**src/design/alidm_pkg.sv**
```systemverilog
`timescale 1ns / 1ps
// ----------------------------------------------------------------------------
// alidm_pkg
// Request codes, status codes and sequencer states of the array list block.
// ----------------------------------------------------------------------------
package alidm_pkg;

  typedef enum logic [1:0] {
    REQ_APPEND = 2'd0,
    REQ_INSERT = 2'd1,
    REQ_DELETE = 2'd2,
    REQ_DUMP   = 2'd3
  } req_e;

  typedef enum logic [1:0] {
    ST_OK     = 2'd0,
    ST_BADPOS = 2'd1,
    ST_FULL   = 2'd2,
    ST_EMPTY  = 2'd3
  } status_e;

  typedef enum logic [2:0] {
    S_IDLE,
    S_SHIFT,
    S_PUT,
    S_WINIT,
    S_WALK,
    S_REPORT,
    S_DREAD,
    S_DEMIT
  } state_e;

  localparam int unsigned ValueW = 32;
  localparam int unsigned PosW   = 7;
  localparam int unsigned CountW = 7;

endpackage

```
**src/design/alidm_ram.sv**
```systemverilog
`timescale 1ns / 1ps
// ----------------------------------------------------------------------------
// alidm_ram
// Generic simple dual-port RAM: one write port, one read port, registered read.
// ----------------------------------------------------------------------------
module alidm_ram #(
  parameter int unsigned WIDTH = 32,
  parameter int unsigned DEPTH = 64
) (
  input  logic                     clk_i,
  input  logic                     we_i,
  input  logic [$clog2(DEPTH)-1:0] waddr_i,
  input  logic [WIDTH-1:0]         wdata_i,
  input  logic                     re_i,
  input  logic [$clog2(DEPTH)-1:0] raddr_i,
  output logic [WIDTH-1:0]         rdata_o
);

  logic [WIDTH-1:0] mem_q [DEPTH];
  logic [WIDTH-1:0] rdata_q;

  always_ff @(posedge clk_i) begin
    if (we_i) begin
      mem_q[waddr_i] <= wdata_i;
    end
  end

  always_ff @(posedge clk_i) begin
    if (re_i) begin
      rdata_q <= mem_q[raddr_i];
    end
  end

  assign rdata_o = rdata_q;

endmodule

```
**src/design/array_list_insert_delete_minmax.sv**
```systemverilog
`timescale 1ns / 1ps
// ----------------------------------------------------------------------------
// array_list_insert_delete_minmax
// Ordered list of signed 32-bit values with positional insert and delete,
// append and in-order dump; each result reports count, largest and smallest.
// ----------------------------------------------------------------------------
//
//  channel | handshake              | payload
//  --------+------------------------+---------------------------------------------
//  in      | in_valid_i, in_stall_o | req_type_i, pos_i, value_i
//  out     | out_valid_o, out_stall_i | status_o, count_o, element_o, largest_o,
//          |                        | smallest_o, last_o
//
// One transaction at a time; in_stall_o is high from acceptance until the last
// result is loaded into the output register. Append writes its value on
// acceptance; insert or delete first moves each shifted entry with one RAM read
// and one write, then every request runs a min/max walk of one RAM read per
// entry, and a dump then reads and emits each entry in order through the single
// registered-read RAM port. Output stalls hold the sequencer. Reset empties the list; the RAM needs no clearing pass.
// ----------------------------------------------------------------------------
module array_list_insert_delete_minmax
  import alidm_pkg::*;
#(
  parameter int unsigned CAPACITY = 64
) (
  input  logic                     clk_i,
  input  logic                     rst_ni,
  input  logic                     in_valid_i,
  output logic                     in_stall_o,
  input  logic [1:0]               req_type_i,
  input  logic [PosW-1:0]          pos_i,
  input  logic signed [ValueW-1:0] value_i,
  output logic                     out_valid_o,
  input  logic                     out_stall_i,
  output logic [1:0]               status_o,
  output logic [CountW-1:0]        count_o,
  output logic signed [ValueW-1:0] element_o,
  output logic signed [ValueW-1:0] largest_o,
  output logic signed [ValueW-1:0] smallest_o,
  output logic                     last_o
);

  localparam int unsigned AW = $clog2(CAPACITY);
  localparam int unsigned CW = $clog2(CAPACITY + 1);
  localparam int unsigned XW = ((CW > PosW) ? CW : PosW) + 1;

  state_e                   state_q, state_d;
  logic [CW-1:0]            cnt_q, cnt_d;
  logic [AW-1:0]            addr_q, addr_d;
  logic [AW-1:0]            end_q, end_d;
  logic [AW-1:0]            wptr_q, wptr_d;
  logic                     pend_q, pend_d;
  logic                     rdone_q, rdone_d;
  logic                     first_q, first_d;
  req_e                     req_q, req_d;
  status_e                  status_q, status_d;
  logic signed [ValueW-1:0] val_q, val_d;
  logic signed [ValueW-1:0] max_q, max_d;
  logic signed [ValueW-1:0] min_q, min_d;

  logic                     ovalid_q, ovalid_d;
  status_e                  ostatus_q, ostatus_d;
  logic [CountW-1:0]        ocount_q, ocount_d;
  logic signed [ValueW-1:0] oelem_q, oelem_d;
  logic signed [ValueW-1:0] omax_q, omax_d;
  logic signed [ValueW-1:0] omin_q, omin_d;
  logic                     olast_q, olast_d;

  logic                     ram_we, ram_re;
  logic [AW-1:0]            ram_waddr;
  logic [ValueW-1:0]        ram_wdata;
  logic [ValueW-1:0]        ram_rdata;
  logic signed [ValueW-1:0] rd_s;

  logic          acc, out_free, full, is_ins, last_idx;
  logic [XW-1:0] pos_x, cnt_x;
  logic          ins_bad, ins_tail, del_empty, del_bad, del_tail;
  logic [AW-1:0] cnt_m1;

  assign acc       = (state_q == S_IDLE) && in_valid_i;
  assign out_free  = !ovalid_q || !out_stall_i;
  assign full      = (cnt_q == CW'(CAPACITY));
  assign pos_x     = XW'(pos_i);
  assign cnt_x     = XW'(cnt_q);
  assign ins_bad   = (pos_x == '0) || (pos_x > cnt_x + XW'(1));
  assign ins_tail  = (pos_x == cnt_x + XW'(1));
  assign del_empty = (cnt_q == '0);
  assign del_bad   = (pos_x == '0) || (pos_x > cnt_x);
  assign del_tail  = (pos_x == cnt_x);
  assign cnt_m1    = AW'(cnt_q - CW'(1));
  assign is_ins    = (req_q == REQ_INSERT);
  assign last_idx  = (addr_q == cnt_m1);
  assign rd_s      = $signed(ram_rdata);

  alidm_ram #(
    .WIDTH(ValueW),
    .DEPTH(CAPACITY)
  ) u_ram (
    .clk_i  (clk_i),
    .we_i   (ram_we),
    .waddr_i(ram_waddr),
    .wdata_i(ram_wdata),
    .re_i   (ram_re),
    .raddr_i(addr_q),
    .rdata_o(ram_rdata)
  );

  // next state
  always_comb begin
    state_d = state_q;
    case (state_q)
      S_IDLE: begin
        if (in_valid_i) begin
          case (req_e'(req_type_i))
            REQ_INSERT: begin
              state_d = (ins_bad || full || ins_tail) ? S_WINIT : S_SHIFT;
            end
            REQ_DELETE: begin
              state_d = (del_empty || del_bad || del_tail) ? S_WINIT : S_SHIFT;
            end
            default: state_d = S_WINIT;
          endcase
        end
      end
      S_SHIFT: begin
        if (rdone_q) begin
          state_d = is_ins ? S_PUT : S_WINIT;
        end
      end
      S_PUT:   state_d = S_WINIT;
      S_WINIT: state_d = S_WALK;
      S_WALK: begin
        if (cnt_q == '0 || rdone_q) begin
          state_d = (req_q == REQ_DUMP && cnt_q != '0) ? S_DREAD : S_REPORT;
        end
      end
      S_REPORT: begin
        if (out_free) begin
          state_d = S_IDLE;
        end
      end
      S_DREAD: state_d = S_DEMIT;
      S_DEMIT: begin
        if (out_free) begin
          state_d = last_idx ? S_IDLE : S_DREAD;
        end
      end
      default: state_d = S_IDLE;
    endcase
  end

  // datapath and RAM control
  always_comb begin
    cnt_d     = cnt_q;
    addr_d    = addr_q;
    end_d     = end_q;
    wptr_d    = wptr_q;
    pend_d    = pend_q;
    rdone_d   = rdone_q;
    first_d   = first_q;
    req_d     = req_q;
    status_d  = status_q;
    val_d     = val_q;
    max_d     = max_q;
    min_d     = min_q;
    ovalid_d  = ovalid_q && out_stall_i;
    ostatus_d = ostatus_q;
    ocount_d  = ocount_q;
    oelem_d   = oelem_q;
    omax_d    = omax_q;
    omin_d    = omin_q;
    olast_d   = olast_q;
    ram_we    = 1'b0;
    ram_re    = 1'b0;
    ram_waddr = wptr_q;
    ram_wdata = ram_rdata;
    in_stall_o = (state_q != S_IDLE);

    case (state_q)
      S_IDLE: begin
        if (acc) begin
          req_d    = req_e'(req_type_i);
          val_d    = value_i;
          status_d = ST_OK;
          pend_d   = 1'b0;
          rdone_d  = 1'b0;
          case (req_e'(req_type_i))
            REQ_APPEND: begin
              if (full) begin
                status_d = ST_FULL;
              end else begin
                ram_we    = 1'b1;
                ram_waddr = AW'(cnt_q);
                ram_wdata = value_i;
                cnt_d     = cnt_q + CW'(1);
              end
            end
            REQ_INSERT: begin
              if (ins_bad) begin
                status_d = ST_BADPOS;
              end else if (full) begin
                status_d = ST_FULL;
              end else if (ins_tail) begin
                ram_we    = 1'b1;
                ram_waddr = AW'(cnt_q);
                ram_wdata = value_i;
                cnt_d     = cnt_q + CW'(1);
              end else begin
                addr_d = cnt_m1;
                end_d  = AW'(pos_x - XW'(1));
              end
            end
            REQ_DELETE: begin
              if (del_empty) begin
                status_d = ST_EMPTY;
              end else if (del_bad) begin
                status_d = ST_BADPOS;
              end else if (del_tail) begin
                cnt_d = cnt_q - CW'(1);
              end else begin
                addr_d = AW'(pos_x);
                end_d  = cnt_m1;
              end
            end
            default: begin
              if (del_empty) begin
                status_d = ST_EMPTY;
              end
            end
          endcase
        end
      end
      S_SHIFT: begin
        if (!rdone_q) begin
          ram_re = 1'b1;
          pend_d = 1'b1;
          wptr_d = is_ins ? addr_q + AW'(1) : addr_q - AW'(1);
          if (addr_q == end_q) begin
            rdone_d = 1'b1;
          end else begin
            addr_d = is_ins ? addr_q - AW'(1) : addr_q + AW'(1);
          end
        end
        if (pend_q) begin
          ram_we = 1'b1;
        end
        if (rdone_q && !is_ins) begin
          cnt_d = cnt_q - CW'(1);
        end
      end
      S_PUT: begin
        ram_we    = 1'b1;
        ram_waddr = end_q;
        ram_wdata = val_q;
        cnt_d     = cnt_q + CW'(1);
      end
      S_WINIT: begin
        addr_d  = '0;
        pend_d  = 1'b0;
        rdone_d = 1'b0;
        first_d = 1'b1;
        max_d   = '0;
        min_d   = '0;
      end
      S_WALK: begin
        if (cnt_q != '0) begin
          if (!rdone_q) begin
            ram_re = 1'b1;
            pend_d = 1'b1;
            if (last_idx) begin
              rdone_d = 1'b1;
            end else begin
              addr_d = addr_q + AW'(1);
            end
          end
          if (pend_q) begin
            first_d = 1'b0;
            if (first_q || rd_s > max_q) begin
              max_d = rd_s;
            end
            if (first_q || rd_s < min_q) begin
              min_d = rd_s;
            end
          end
          if (rdone_q) begin
            addr_d = '0;
          end
        end
      end
      S_REPORT: begin
        if (out_free) begin
          ovalid_d  = 1'b1;
          ostatus_d = status_q;
          ocount_d  = CountW'(cnt_q);
          oelem_d   = '0;
          omax_d    = max_q;
          omin_d    = min_q;
          olast_d   = 1'b1;
        end
      end
      S_DREAD: begin
        ram_re = 1'b1;
      end
      S_DEMIT: begin
        if (out_free) begin
          ovalid_d  = 1'b1;
          ostatus_d = ST_OK;
          ocount_d  = CountW'(cnt_q);
          oelem_d   = rd_s;
          omax_d    = max_q;
          omin_d    = min_q;
          olast_d   = last_idx;
          addr_d    = addr_q + AW'(1);
        end
      end
      default: ;
    endcase
  end

  always_ff @(posedge clk_i or negedge rst_ni) begin
    if (!rst_ni) begin
      state_q  <= S_IDLE;
      cnt_q    <= '0;
      ovalid_q <= 1'b0;
      pend_q   <= 1'b0;
      rdone_q  <= 1'b0;
      first_q  <= 1'b0;
    end else begin
      state_q  <= state_d;
      cnt_q    <= cnt_d;
      ovalid_q <= ovalid_d;
      pend_q   <= pend_d;
      rdone_q  <= rdone_d;
      first_q  <= first_d;
    end
  end

  always_ff @(posedge clk_i) begin
    addr_q    <= addr_d;
    end_q     <= end_d;
    wptr_q    <= wptr_d;
    req_q     <= req_d;
    status_q  <= status_d;
    val_q     <= val_d;
    max_q     <= max_d;
    min_q     <= min_d;
    ostatus_q <= ostatus_d;
    ocount_q  <= ocount_d;
    oelem_q   <= oelem_d;
    omax_q    <= omax_d;
    omin_q    <= omin_d;
    olast_q   <= olast_d;
  end

  assign out_valid_o = ovalid_q;
  assign status_o    = ostatus_q;
  assign count_o     = ocount_q;
  assign element_o   = oelem_q;
  assign largest_o   = omax_q;
  assign smallest_o  = omin_q;
  assign last_o      = olast_q;

`ifndef SYNTH
  a_cnt_bound: assert property (@(posedge clk_i) disable iff (!rst_ni)
    cnt_q <= CW'(CAPACITY))
    else $error("entry count above capacity");

  a_append_grows: assert property (@(posedge clk_i) disable iff (!rst_ni)
    (acc && req_type_i == REQ_APPEND && !full) |=> (cnt_q == $past(cnt_q) + CW'(1)))
    else $error("append did not grow the list");

  a_minmax_order: assert property (@(posedge clk_i) disable iff (!rst_ni)
    out_valid_o |-> !(largest_o < smallest_o))
    else $error("largest below smallest");

  a_shift_in_range: assert property (@(posedge clk_i) disable iff (!rst_ni)
    (state_q == S_SHIFT && pend_q) |-> (XW'(wptr_q) <= cnt_x))
    else $error("shift write outside the list");
`endif

endmodule

```
**config.mk**
```make
export PLATFORM = sky130hd
export DESIGN_NAME = array_list_insert_delete_minmax
export DESIGN_NICKNAME = d
export VERILOG_FILES = /design/src/design/alidm_pkg.sv /design/src/design/alidm_ram.sv /design/src/design/array_list_insert_delete_minmax.sv
export SDC_FILE = /design/constraint.sdc
export NUM_CORES = 2
export LEC_CHECK = 0
export BUFFER_PORTS_ARGS = -buffer_cell sky130_fd_sc_hd__buf_2
export CORE_MARGIN = 4
export CORE_UTILIZATION = 45
export CTS_CLUSTER_DIAMETER = 30
export DETAILED_ROUTE_END_ITERATION = 8
export GPL_TIMING_DRIVEN = 0
export HOLD_SLACK_MARGIN = 0.12
export PLACE_DENSITY_LB_ADDON = 0.1
export SLEW_MARGIN = 20
export SYNTH_ARGS = -nofsm -noshare
export SYNTH_HDL_FRONTEND = slang
export SYNTH_SLANG_ARGS = --single-unit
```
**constraint.sdc**
```tcl
create_clock -name clk_i -period 6.5 [get_ports clk_i]
set_input_delay 0.65 -clock clk_i [delete_from_list [all_inputs] [get_ports clk_i]]
set_output_delay 0.65 -clock clk_i [all_outputs]
set_load 0.02 [all_outputs]
```
==> results.py <==
metrics = {
    "status": {
        "status": "finished clean",
    },
    "power": {
        "power_leakage_nw": 38.82,
        "p_per_area_nw_per_um2": 572.7,
        "vdd_drop_max_mv": 0.2913,
        "finalPower_mw": 67.05,
    },
    "placement": {
        "dp_hpwl_um": 189700,
        "port_buffers": 151,
        "dp.cells": 7197,
        "gp_congestion": 0.8955,
    },
    "floorplan": {
        "rows": 165,
        "die_h_um": 458.6,
        "start_util": 0.4520,
        "core_um2": 202100,
        "io_pins": 153,
        "fp.dieArea_um2": 210300,
        "dieWidth_um": 458.6,
    },
    "routing": {
        "vias": 48970,
        "dr.pass1.iters": 6,
        "routed_wirelength_um": 279000,
        "wl_per_cell_um": 34.43,
        "drt_iter0_markers": 6101,
        "viasPerCell": 6.043,
        "final_antenna_net_count": 0,
        "drc": 0,
    },
    "clock_tree": {
        "cts_hold_buf": 39,
        "cts_setup_buffers": 0,
        "cts_resized": 0,
        "cts_tree": "done",
        "clockBufferDepth": 4,
        "path_clk_slew_ns": 0.04,
        "cts-htree-levels": 5,
        "clkLatencyLatePin_ns": 0.99,
        "root_buffer": "clkbuf_16",
        "cts_made_buffers": 466,
        "cts.sinks": 2318,
    },
    "finish": {
        "area_growth_syn_to_layout_pct": 28.15,
        "nets": 5163,
        "fin_util": 0.5793,
        "fillers": 14630,
        "drive_gt1_frac": 0.3665,
        "stdcell_count": 8104,
    },
    "timing": {
        "rsz0062_at_grt": "no",
        "finalClockSkew_ns": 0.07119,
        "finalCriticalPeriod_ns": 5.753,
        "relSlewSlack": 0.2036,
        "slew_violations": 0,
        "hold_viol": 0,
        "worstMarginPinSlew_ns": 1.195,
        "fin_hold_ws_ns": 0.2489,
        "fmax_ghz": 0.1738,
        "finalCritPeriodShare": 0.8850,
        "setup_viol": 0,
    },
    "worst_setup_path": {
        "crit_buf_inv": 5,
        "worst-setup-path-type": "reg2reg",
        "required_ns": 7.14,
        "start_kind": "flip-flop",
        "worst_setup_path_end_kind": "flip-flop",
        "slowest_stage": "nor2_4",
        "cp.arrival_ns": 6.39,
        "cp_cell_sequence": "clkbuf_1 -> inv_1 -> ha_1 -> inv_1 -> ha_1 -> nand3_1 -> nor2_1 -> a31o_2 -> buf_2 -> nand3_1 -> a31oi_1 -> nand3_1 -> nor2_4 -> buf_12",
        "path_delay_family": "simple AND/OR/NAND/NOR gates",
        "critPathMaxFanout": 15,
        "cpMostUsedCell": "nand3_1",
        "r2r_setup_slack_ns": 0.75,
        "cp_slowest_stage_delay_ns": 0.85,
    },
    "synth": {
        "ys.flop_type": "edfxtp_1",
        "synthDistinctLibCells": 72,
        "synthArstFlopShare": 0.006040,
        "synth.net_count": 4284,
        "ys_seq_area_frac": 0.7611,
        "synth-seq-cells": 2318,
        "synth_edf_count": 2304,
        "netlist_area_um2": 91360,
        "syn_area_per_cell_um2": 22.00,
        "syn_inst": 4153,
        "ys_warn_count": 0,
    },
    "global_routing": {
        "grt-ovfl-total": 0,
        "track_usage": 0.2655,
        "grt_pass1_wl_um": 388100,
        "grt_max_degree": 41,
        "antenna_found_initial": 21,
        "grt_pass1_vias": 49070,
    },
    "flow_run": {
        "cap_violations": 0,
    },
    "min_path": {
        "min_path_type": "in2reg",
    },
}
-- layer usage --
metal | GRT usage | wire (um) | vias to the layer above
met1 | 0.3852 | 116900 | 26260
met4 | 0.08661 | 8785 | 6
met2 | 0.4028 | 127900 | 2673
met3 | 0.06014 | 25340 | 487
met5 | 0 | 45 | -
li1 | - | - | 19540
-- cell usage after synthesis (14+ instances only) --
| library cell | count | area, um2 |
|---|---|---|
| mux2i_1 | 49 | 490.5 |
| buf_4 | 15 | 112.6 |
| nor2_1 | 150 | 563.0 |
| dfrtp_1 | 14 | 350.3 |
| nand4_1 | 16 | 100.1 |
| buf_1 | 22 | 82.58 |
| nand3_1 | 40 | 200.2 |
| buf_2 | 66 | 330.3 |
| a21oi_1 | 68 | 340.3 |
| xnor2_1 | 30 | 262.8 |
| nand2_1 | 66 | 247.7 |
| o22ai_1 | 20 | 125.1 |
| and3_1 | 33 | 206.5 |
| inv_1 | 90 | 337.8 |
| nand3b_1 | 23 | 172.7 |
| a221oi_1 | 22 | 192.7 |
| edfxtp_1 | 2304 | 69190 |
| mux4_2 | 636 | 14320 |
| clkbuf_1 | 103 | 386.6 |
| and2_1 | 34 | 212.7 |
| o221ai_1 | 20 | 175.2 |
| ha_1 | 86 | 1076 |
| o21ai_0 | 60 | 300.3 |
| a211oi_1 | 27 | 202.7 |
-- registers in the layout (all words and copies together) (netlist names) --
signal / cells
u_ram.mem_q: 2048
element_o: 32
largest_o: 32
max_q: 32
min_q: 32
smallest_o: 32
u_ram.rdata_o: 32
val_q: 32
cnt_q: 7
count_o: 7
addr_q: 6
end_q: 6
wptr_q: 6
state_q: 3
req_q: 2
status_o: 2
status_q: 2
first_q: 1
last_o: 1
out_valid_o: 1
pend_q: 1
rdone_q: 1
-- layout make-up --
cell class | instances | area (um2) | area share
Antenna cell | 10 | 25.02 | 0.0002137
Clock inverter | 326 | 3686 | 0.03148
Inverter | 93 | 349.1 | 0.002981
Clock buffer | 532 | 12110 | 0.1034
Multi-Input combinational cell | 1527 | 21330 | 0.1821
Buffer | 215 | 1026 | 0.008763
Sequential cell | 2318 | 69540 | 0.5939
Timing Repair Buffer | 411 | 5685 | 0.04856
Tap cell | 2672 | 3343 | 0.02855
-- worst min-delay path, stage by stage --
cell,delay (ns)
buf_2,0.20
xor2_1,0.09
o21ai_0,0.13
-- per-stage QoR --
stage / TNS [ns] / instance area, um2 / setup WS (ns)
finish: 0 / 117100 / 0.7473
global route: 0 / 117100 / 0.5989
CTS: 0 / 117100 / 0.8891
detailed placement: 0 / 100900 / 0.9553
global placement: -8395.96 / 95460 / -4.831
floorplan: 0 / 91360 / 0.4617
-- path summary, 6_finish.rpt --
path	from	endpoint	cells past startpoint
setup / recovery	cnt_q[0]	u_ram.mem_q[16][15]	14
hold / removal	pos_i[4]	end_q[4]	3
setup reg to reg	cnt_q[0]	u_ram.mem_q[16][15]	14
hold reg to reg	max_q[27]	largest_o[27]	0
max in group asynchronous	rst_ni	state_q[2]	4
min in group asynchronous	rst_ni	pend_q	3
-- cell families (layout without fill, tap and decap cells) --
group,Yosys count,count (layout),share of synthesized area
DFF,2318,2318,0.7611
muxes,691,691,0.1632
and+or+nand+nor,418,418,0.02342
buffers and inverters,308,1577,0.01491
AOI/OAI and AO/OA,295,295,0.02188
adders and majority gates,86,86,0.01178
xor gates and xnor gates,37,37,0.003698
other,0,10,0
-- power breakdown --
| part | switching (mW) | internal (mW) |
|---|---|---|
| registers | 0.617 | 21.2 |
| clock network | 7.82 | 16.0 |
| logic | 13.9 | 7.54 |
-- cell usage in the layout (no fill, tap or decap), types with 40 or more instances in the layout --
| cell type | instances |
|---|---|
| edfxtp_1 | 2304 |
| mux4_2 | 636 |
| clkbuf_16 | 473 |
| buf_2 | 219 |
| clkbuf_1 | 148 |
| buf_12 | 96 |
| inv_1 | 90 |
| ha_1 | 86 |
| clkinv_2 | 83 |
| nor2_4 | 81 |
| nor2_1 | 69 |
| buf_16 | 69 |
| bufinv_16 | 67 |
| nand2_1 | 66 |
| a21oi_1 | 66 |
| o21ai_0 | 59 |
| clkinv_1 | 56 |
| clkinvlp_4 | 53 |
| mux2i_1 | 49 |
| nand3_1 | 40 |
(Power assumes the default switching activity.)
